### src/sv/xcfe_pkg.sv
`timescale 1ns / 1ps
// ----------------------------------------------------------------------------
// xcfe_pkg
// Types and constants for the XOR checksum frame encoder.
// ----------------------------------------------------------------------------
package xcfe_pkg;

  localparam logic [7:0] SOF_BYTE = 8'hFE;

  // input opcodes
  localparam logic OP_START   = 1'b0;
  localparam logic OP_PAYLOAD = 1'b1;

  // command queue sizing
  localparam int QUEUE_DEPTH = 2;
  localparam int QPTR_W      = (QUEUE_DEPTH > 1) ? $clog2(QUEUE_DEPTH) : 1;
  localparam int QCNT_W      = $clog2(QUEUE_DEPTH + 1);

  // byte position within one command
  localparam int IDX_W = 3;
  localparam logic [IDX_W-1:0] IDX_SOF      = 3'd0;
  localparam logic [IDX_W-1:0] IDX_FUNC_HI  = 3'd1;
  localparam logic [IDX_W-1:0] IDX_FUNC_LO  = 3'd2;
  localparam logic [IDX_W-1:0] IDX_LEN_HI   = 3'd3;
  localparam logic [IDX_W-1:0] IDX_LEN_LO   = 3'd4;
  localparam logic [IDX_W-1:0] IDX_HDR_SUM  = 3'd5;
  localparam logic [IDX_W-1:0] IDX_PAY_BYTE = 3'd0;
  localparam logic [IDX_W-1:0] IDX_PAY_SUM  = 3'd1;

  typedef enum logic {
    KIND_HEADER  = 1'b0,
    KIND_PAYLOAD = 1'b1
  } cmd_kind_t;

  typedef struct packed {
    cmd_kind_t   kind;
    logic        with_sum;
    logic [15:0] function_code;
    logic [15:0] payload_length;
    logic [7:0]  payload_byte;
    logic [7:0]  checksum;
  } cmd_t;

  typedef struct packed {
    logic full;
    logic empty;
  } q_status_t;

endpackage

### src/sv/xcfe_if.sv
`timescale 1ns / 1ps
// ----------------------------------------------------------------------------
// xcfe_if
// Valid/ready channels for the frame encoder: input items and wire bytes.
// ----------------------------------------------------------------------------
interface xcfe_in_if;
  logic        valid;
  logic        ready;
  logic        opcode;
  logic [15:0] function_code;
  logic [15:0] payload_length;
  logic [7:0]  payload_byte;

  modport source (
    output valid, opcode, function_code, payload_length, payload_byte,
    input  ready
  );
  modport sink (
    input  valid, opcode, function_code, payload_length, payload_byte,
    output ready
  );
endinterface

interface xcfe_out_if;
  logic       valid;
  logic       ready;
  logic [7:0] out_byte;
  logic       last_of_run;
  logic       frame_end;

  modport source (
    output valid, out_byte, last_of_run, frame_end,
    input  ready
  );
  modport sink (
    input  valid, out_byte, last_of_run, frame_end,
    output ready
  );
endinterface

### src/sv/xcfe_front.sv
`timescale 1ns / 1ps
// ----------------------------------------------------------------------------
// xcfe_front
// Accepts items, tracks frame state and the running XOR, queues commands.
// ----------------------------------------------------------------------------
module xcfe_front (
  input  logic                clk,
  input  logic                rst,
  xcfe_in_if.sink             items,
  input  xcfe_pkg::q_status_t q_status,
  output logic                push,
  output xcfe_pkg::cmd_t      push_cmd
);
  import xcfe_pkg::*;

  logic        frame_open, frame_open_next;
  logic [15:0] bytes_remaining, bytes_remaining_next;
  logic [7:0]  running_xor, running_xor_next;
  logic        take;
  logic [7:0]  hdr_xor;
  logic [7:0]  pay_xor;

  assign items.ready = !q_status.full;
  assign take        = items.valid && items.ready;

  assign hdr_xor = SOF_BYTE ^ items.function_code[15:8] ^ items.function_code[7:0]
                 ^ items.payload_length[15:8] ^ items.payload_length[7:0];
  assign pay_xor = running_xor ^ items.payload_byte;

  always_comb begin
    frame_open_next        = frame_open;
    bytes_remaining_next   = bytes_remaining;
    running_xor_next       = running_xor;
    push                   = 1'b0;
    push_cmd.kind          = KIND_HEADER;
    push_cmd.with_sum      = 1'b0;
    push_cmd.function_code = items.function_code;
    push_cmd.payload_length = items.payload_length;
    push_cmd.payload_byte  = items.payload_byte;
    push_cmd.checksum      = hdr_xor;
    if (take) begin
      case (items.opcode)
        OP_START: begin
          push             = 1'b1;
          running_xor_next = hdr_xor;
          if (items.payload_length == 16'd0) begin
            push_cmd.with_sum    = 1'b1;
            frame_open_next      = 1'b0;
            bytes_remaining_next = 16'd0;
          end else begin
            frame_open_next      = 1'b1;
            bytes_remaining_next = items.payload_length;
          end
        end
        OP_PAYLOAD: begin
          // no open frame: byte dropped, nothing queued
          if (frame_open) begin
            push                 = 1'b1;
            push_cmd.kind        = KIND_PAYLOAD;
            push_cmd.checksum    = pay_xor;
            running_xor_next     = pay_xor;
            bytes_remaining_next = bytes_remaining - 16'd1;
            if (bytes_remaining == 16'd1) begin
              push_cmd.with_sum = 1'b1;
              frame_open_next   = 1'b0;
            end
          end
        end
        default: ;
      endcase
    end
  end

  always_ff @(posedge clk) begin
    if (rst) begin
      frame_open      <= 1'b0;
      bytes_remaining <= 16'd0;
      running_xor     <= 8'd0;
    end else begin
      frame_open      <= frame_open_next;
      bytes_remaining <= bytes_remaining_next;
      running_xor     <= running_xor_next;
    end
  end

endmodule

### src/sv/xcfe_queue.sv
`timescale 1ns / 1ps
// ----------------------------------------------------------------------------
// xcfe_queue
// Short command queue between front and back.
// ----------------------------------------------------------------------------
module xcfe_queue (
  input  logic                clk,
  input  logic                rst,
  input  logic                push,
  input  xcfe_pkg::cmd_t      push_cmd,
  input  logic                pop,
  output xcfe_pkg::cmd_t      head,
  output xcfe_pkg::q_status_t status
);
  import xcfe_pkg::*;

  cmd_t              entries [QUEUE_DEPTH];
  logic [QPTR_W-1:0] wr_ptr;
  logic [QPTR_W-1:0] rd_ptr;
  logic [QCNT_W-1:0] count;

  function automatic logic [QPTR_W-1:0] ptr_inc(input logic [QPTR_W-1:0] p);
    logic [QPTR_W-1:0] r;
    if (p == QPTR_W'(QUEUE_DEPTH - 1)) r = '0;
    else                               r = p + QPTR_W'(1);
    return r;
  endfunction

  assign head         = entries[rd_ptr];
  assign status.full  = (count == QCNT_W'(QUEUE_DEPTH));
  assign status.empty = (count == '0);

  always_ff @(posedge clk) begin
    if (push) begin
      entries[wr_ptr] <= push_cmd;
    end
  end

  always_ff @(posedge clk) begin
    if (rst) begin
      wr_ptr <= '0;
      rd_ptr <= '0;
      count  <= '0;
    end else begin
      if (push) wr_ptr <= ptr_inc(wr_ptr);
      if (pop)  rd_ptr <= ptr_inc(rd_ptr);
      case ({push, pop})
        2'b10:   count <= count + QCNT_W'(1);
        2'b01:   count <= count - QCNT_W'(1);
        default: count <= count;
      endcase
    end
  end

endmodule

### src/sv/xcfe_back.sv
`timescale 1ns / 1ps
// ----------------------------------------------------------------------------
// xcfe_back
// Expands queued commands into wire bytes through an output register.
// ----------------------------------------------------------------------------
module xcfe_back (
  input  logic                clk,
  input  logic                rst,
  input  xcfe_pkg::cmd_t      head,
  input  xcfe_pkg::q_status_t q_status,
  output logic                pop,
  xcfe_out_if.source          frames
);
  import xcfe_pkg::*;

  logic [IDX_W-1:0] idx;
  logic [IDX_W-1:0] last_idx;
  logic [7:0]       cur_byte;
  logic             cur_is_sum;
  logic             advance;
  logic             issue;
  logic             out_valid;
  logic [7:0]       out_byte;
  logic             out_last;
  logic             out_end;

  assign advance = !out_valid || frames.ready;
  assign issue   = advance && !q_status.empty;

  always_comb begin
    if (head.kind == KIND_HEADER) begin
      last_idx = head.with_sum ? IDX_HDR_SUM : IDX_LEN_LO;
      case (idx)
        IDX_SOF:     cur_byte = SOF_BYTE;
        IDX_FUNC_HI: cur_byte = head.function_code[15:8];
        IDX_FUNC_LO: cur_byte = head.function_code[7:0];
        IDX_LEN_HI:  cur_byte = head.payload_length[15:8];
        IDX_LEN_LO:  cur_byte = head.payload_length[7:0];
        default:     cur_byte = head.checksum;
      endcase
    end else begin
      last_idx = head.with_sum ? IDX_PAY_SUM : IDX_PAY_BYTE;
      cur_byte = (idx == IDX_PAY_BYTE) ? head.payload_byte : head.checksum;
    end
  end

  assign cur_is_sum = head.with_sum && (idx == last_idx);
  assign pop        = issue && (idx == last_idx);

  always_ff @(posedge clk) begin
    if (rst) begin
      idx       <= '0;
      out_valid <= 1'b0;
    end else begin
      if (issue) idx <= pop ? '0 : idx + IDX_W'(1);
      if (advance) out_valid <= !q_status.empty;
    end
  end

  always_ff @(posedge clk) begin
    if (issue) begin
      out_byte <= cur_byte;
      out_last <= (idx == last_idx);
      out_end  <= cur_is_sum;
    end
  end

  assign frames.valid       = out_valid;
  assign frames.out_byte    = out_byte;
  assign frames.last_of_run = out_last;
  assign frames.frame_end   = out_end;

endmodule

### src/sv/xor_checksum_frame_encoder_unit.sv
`timescale 1ns / 1ps
// The first wire byte of an item is registered in the command queue, then in the output register.
// Throughput: one wire byte per cycle from the back end unless the queue is empty or the output stalls;
//   a payload item is 1 byte (2 if it closes the frame), a start item 5 bytes (6 for a zero length).
// The front takes one item per cycle while the 2-entry command queue has room.
// Reset (rst, synchronous, high) closes any frame, clears the checksum and empties
//   the queue and the output register.
// ----------------------------------------------------------------------------
// xor_checksum_frame_encoder_unit
// Serial frame encoder: start byte, function code, length, payload, XOR sum.
// ----------------------------------------------------------------------------
module xor_checksum_frame_encoder_unit (
  input  logic        clk,
  input  logic        rst,
  xcfe_in_if.sink     items,
  xcfe_out_if.source  frames
);
  import xcfe_pkg::*;

  // Front: owns frame_open, bytes_remaining and the running XOR. Since every
  // byte of a command is known when its item is accepted, the checksum is
  // already final when the command is queued, so the back never feeds
  // anything back to the front.
  logic      push;
  cmd_t      push_cmd;
  logic      pop;
  cmd_t      head;
  q_status_t q_status;

  xcfe_front u_front (
    .clk      (clk),
    .rst      (rst),
    .items    (items),
    .q_status (q_status),
    .push     (push),
    .push_cmd (push_cmd)
  );

  // Queue decouples item acceptance from byte emission: a header burst on
  // the wire does not stop the front from taking the next item while the queue has room.
  xcfe_queue u_queue (
    .clk      (clk),
    .rst      (rst),
    .push     (push),
    .push_cmd (push_cmd),
    .pop      (pop),
    .head     (head),
    .status   (q_status)
  );

  // Back: walks the head command byte by byte into the output register;
  // pops the command with its last byte.
  xcfe_back u_back (
    .clk      (clk),
    .rst      (rst),
    .head     (head),
    .q_status (q_status),
    .pop      (pop),
    .frames   (frames)
  );

endmodule

### src/flat_wrapper.sv
// flat-port wrapper written by rule: the top's interface ports become plain ports
module xor_checksum_frame_encoder_unit_flat import xcfe_pkg::*;
  (clk, rst, items_valid, items_opcode, items_function_code, items_payload_length, items_payload_byte, items_ready, frames_valid, frames_out_byte, frames_last_of_run, frames_frame_end, frames_ready);
  xcfe_in_if items_i ();
  xcfe_out_if frames_i ();
  input  logic clk;
  input  logic rst;
  input wire logic [$bits(items_i.valid)-1:0] items_valid;
  input wire logic [$bits(items_i.opcode)-1:0] items_opcode;
  input wire logic [$bits(items_i.function_code)-1:0] items_function_code;
  input wire logic [$bits(items_i.payload_length)-1:0] items_payload_length;
  input wire logic [$bits(items_i.payload_byte)-1:0] items_payload_byte;
  output wire logic [$bits(items_i.ready)-1:0] items_ready;
  output wire logic [$bits(frames_i.valid)-1:0] frames_valid;
  output wire logic [$bits(frames_i.out_byte)-1:0] frames_out_byte;
  output wire logic [$bits(frames_i.last_of_run)-1:0] frames_last_of_run;
  output wire logic [$bits(frames_i.frame_end)-1:0] frames_frame_end;
  input wire logic [$bits(frames_i.ready)-1:0] frames_ready;
  assign items_i.valid = items_valid;
  assign items_i.opcode = items_opcode;
  assign items_i.function_code = items_function_code;
  assign items_i.payload_length = items_payload_length;
  assign items_i.payload_byte = items_payload_byte;
  assign items_ready = items_i.ready;
  assign frames_valid = frames_i.valid;
  assign frames_out_byte = frames_i.out_byte;
  assign frames_last_of_run = frames_i.last_of_run;
  assign frames_frame_end = frames_i.frame_end;
  assign frames_i.ready = frames_ready;
  xor_checksum_frame_encoder_unit u_core (.clk(clk), .rst(rst), .items(items_i), .frames(frames_i));
endmodule
### config.mk
export PLATFORM = sky130hd
export DESIGN_NAME = xor_checksum_frame_encoder_unit_flat
export DESIGN_NICKNAME = d
export VERILOG_FILES = /design/src/sv/xcfe_pkg.sv /design/src/sv/xcfe_if.sv /design/src/sv/xcfe_front.sv /design/src/sv/xcfe_queue.sv /design/src/sv/xcfe_back.sv /design/src/sv/xor_checksum_frame_encoder_unit.sv /design/src/flat_wrapper.sv
export SDC_FILE = /design/constraint.sdc
export NUM_CORES = 1
export LEC_CHECK = 0
export BUFFER_PORTS_ARGS = -buffer_cell sky130_fd_sc_hd__buf_2
export CELL_PAD_IN_SITES_DETAIL_PLACEMENT = 0
export CELL_PAD_IN_SITES_GLOBAL_PLACEMENT = 2
export CORE_MARGIN = 2
export CORE_UTILIZATION = 46
export CTS_BUF_LIST = sky130_fd_sc_hd__clkbuf_2
export DETAILED_ROUTE_END_ITERATION = 7
export PLACE_DENSITY_LB_ADDON = 0.25
export SLEW_MARGIN = 20
export SYNTH_ARGS = -nofsm -noshare
export SYNTH_HDL_FRONTEND = slang
export SYNTH_SLANG_ARGS = --single-unit
### constraint.sdc
create_clock -name clk -period 8.9 [get_ports clk]
set_clock_uncertainty 0.2 [all_clocks]
set_input_delay 1.335 -clock clk [delete_from_list [all_inputs] [get_ports clk]]
set_output_delay 1.335 -clock clk [all_outputs]
set_load 0.02 [all_outputs]
==> results.toml <==
[run_status]
status = "finished clean"

[layout]
multi_input_area_sq_um = 2700
nNetsFinal = 648
drive_gt1_share_pct = 19.4
n_antenna_cell = 0
fillers = 1243
syn_to_final_growth_pct = 8.53
regArea_sq_um = 3990
fin_util_pct = 51.4

[yosys]
synthCells = 549
synth.most_common_cell = "edfxtp_1"
synthTopCellsByCount = "edfxtp_1 (110), nand2_1 (41), dfxtp_1 (34), xnor2_1 (33), mux2i_1 (31)"
synthesis.nets = 602
synth_edf_count = 110
synth_seq_area_share_pct = 57.7
syn_avg_cell_area_sq_um = 12.6
synthSimpleGateAreaFrac_pct = 12.3
synth_cell_types = 60
yosys-top-cells-area = "edfxtp_1 (48%), dfxtp_1 (9.9%), mux2i_1 (4.5%)"
yosys_warnings = 0
synth_seq_cells = 144
synth_top_family_by_area = "simple AND/OR/NAND/NOR gates"
synthAdderAreaFrac_pct = 1.45
synth_area_sq_um = 6910
synthArstFlopShare_pct = 0
synth_top_area_share_pct = 47.8
synth.largest_area_cell = "edfxtp_1"
muxShareOfSynthArea_pct = 8.95
synth_xor_area_share_pct = 5.07
synth_compound_area_share_pct = 11.1
synth_ff_type = "edfxtp_1"

[clocking]
cts.repair.resized = 0
clockBufferDepth = 2
postCtsSetupBuffers = 0
cts_tree = "yes"
h-tree-depth = 4
hold_buffers = 0
clkLatencyLatePin_ns = 0.70
numCtsBuffers = 17
path_clk_slew_ns = 0.18
clock-sinks = 144
cts_root_buffer = "clkbuf_2"

[timing]
timing.final.max_slew_violations = 0
worst_slew_pin_slew_ns = 0.894
slew_headroom_pct = 40.4
finalHoldViolCount = 0
max_freq_mhz = 301
hold_ws_ns = 0.311
fin_crit_ns = 3.32
fin_ws_ns = 5.58
setup_violations = 0
rsz0062_at_grt = "no"
period_share_pct = 37.3
setup_tns_ns = 0

[global_routing]
gr-total-overflow = 0
grt_max_degree = 59
grt_pass1_wl_um = 24700
grt_pass1_vias = 4350
antenna_found_initial = 0
grtUsageTotal_pct = 20.5

[die]
die_area_sq_um = 16000
die_y_um = 127
design.core.area_sq_um = 14600
io_pins = 57
num_rows = 44
initial_utilization_pct = 47.3
dieWidth_um = 127

[critical_path]
crit_path_max_fanout = 10
end_kind = "output port"
crit_path_start_kind = "flop"
crit_required_ns = 7.36
arrival_ns = 1.78
path_class = "flop to output port"

[power_and_ir_drop]
vdd_ir_drop_max_uv = 77.2
combPwrFrac_pct = 26.5
swShare_pct = 32.2
p_sw_w = 0.000526
p_leak_nw = 2.47
p_int_w = 0.00111
seq_power_share_pct = 52.0
pwr-share-clk_pct = 21.5
p_per_area_nw_per_um2 = 218

[detailed_routing]
avgRoutedWirePerCell_um = 20.3
ant_nets = 0
vias = 4625
top_layer = "met4"
routed-wl-met3_um = 654
drt-initial-drc-count = 366
dr_wl_met2_um = 7860
drc = 0
drt_pre_antenna_iters = 5
viasPerCell = 5.84
m1WireLength_um = 7370
totalWireLength_um = 16100

[placement]
hpwl_um = 11000
place_worst_setup_slack_ns = 5.23
io_buffers = 56
routabilityCongestion = 0.835

[flow_run]
maxCapViolations = 0

[hold_path]
hp-class = "flop to flop"
-- worst max-delay path, stage by stage, from the launching register on --
cell and delay, ns:
dfxtp_1 0.45, nand2b_1 0.40, buf_2 0.25
-- metrics by stage --
stage / instance area [sq um] / power [W] / std cells
after floorplan: 6910 / 0.00118 / 549
after global placement: 7280 / 0.00129 / 760
after detailed placement: 7280 / 0.00130 / 760
after CTS: 7500 / 0.00165 / 792
after global routing: 7500 / 0.00172 / 792
final: 7500 / 0.00163 / 792
-- path summary, 6_finish.rpt --
path | slack (ns) | startpoint | end | cells after the start
min | 0.31 | u_core.u_back.frames.valid$_SDFFE_PP0P_ | u_core.u_back.frames.valid$_SDFFE_PP0P_ | 2
max | 5.58 | u_core.u_queue.count[0]$_SDFFE_PP0P_ | items_ready | 2
max reg2reg | 5.86 | flop | u_core.u_queue.count[1]$_SDFFE_PP0P_ | 7
min reg2reg | 0.31 | u_core.u_back.frames.valid$_SDFFE_PP0P_ | u_core.u_back.frames.valid$_SDFFE_PP0P_ | 2
-- routing by layer --
| layer | GRT usage, % | vias to the layer above |
|---|---|---|
| li1 | - | 2190 |
| met5 | 0 | - |
| met1 | 28.4 | 2296 |
| met2 | 32.8 | 120 |
| met4 | 5.49 | 0 |
| met3 | 4.51 | 19 |
-- power by group through the flow --
stage                     Sequential [W]  Clock (W)  Combinational, W
after floorplan                 0.000877          0          0.000304
after global placement          0.000862          0          0.000429
after detailed placement        0.000865          0          0.000434
after CTS                       0.000849   0.000362          0.000436
after global routing            0.000857   0.000387          0.000474
final                           0.000849   0.000351          0.000433
-- logic make-up (layout without fill, tap and decap cells) --
logic type               after synthesis  in the layout
AND/OR/NAND/NOR                      147            147
AO/OA/AOI/OAI                        116            116
flip-flops                           144            144
XOR/XNOR                              37             37
adder cells (fa/ha/maj)                8              8
multiplexers                          49             49
buffers and inverters                 48            107
-- sequential cells by signal, summed over array words and instances (netlist names), named ones only --
name and flops:
u_core.u_queue.rd_ptr 1, u_core.u_front.frame_open 1, u_core.u_back.idx 3, u_core.u_back.frames.frame_end 1, u_core.u_queue.wr_ptr 1, u_core.u_front.bytes_remaining 16
u_core.u_back.frames.last_of_run 1, u_core.u_queue.entries 100, u_core.u_queue.count 2, u_core.u_front.running_xor 8, u_core.u_back.frames.valid 1, u_core.u_back.frames.out_byte 8
-- cell type report --
class | instances | share of cell area [%]
Tap cell | 184 | 3.07
Multi-Input combinational cell | 357 | 36.0
Clock buffer | 19 | 1.27
Clock inverter | 13 | 1.59
Sequential cell | 144 | 53.2
Timing Repair Buffer | 61 | 4.24
Inverter | 14 | 0.701
-- layout by cell type, fill, tap and decap left out, types with 2 or more instances in the layout --
master,count
xnor2_1,33
ha_1,8
nand2b_1,11
nor2_1,26
o22ai_1,15
clkbuf_2,19
buf_2,56
nor4_1,7
inv_1,13
nor4_4,2
or4_1,2
dfxtp_1,33
a21oi_1,12
a31oi_1,15
mux2_2,5
a211oi_1,18
nand4b_1,9
mux2_1,3
a41oi_1,2
nor4_2,2
a221oi_1,4
bufinv_16,2
and3_1,2
buf_4,5
edfxtp_1,110
or3_1,4
o31ai_1,11
mux4_2,8
nor2b_1,13
a311oi_1,5
o21ai_0,26
nor3_1,7
nand4_1,8
mux2i_1,31
xor2_1,2
clkinv_2,3
nand2_1,41
and4_1,2
clkinv_1,5
Note: power is estimated with default switching activity, not from simulation.
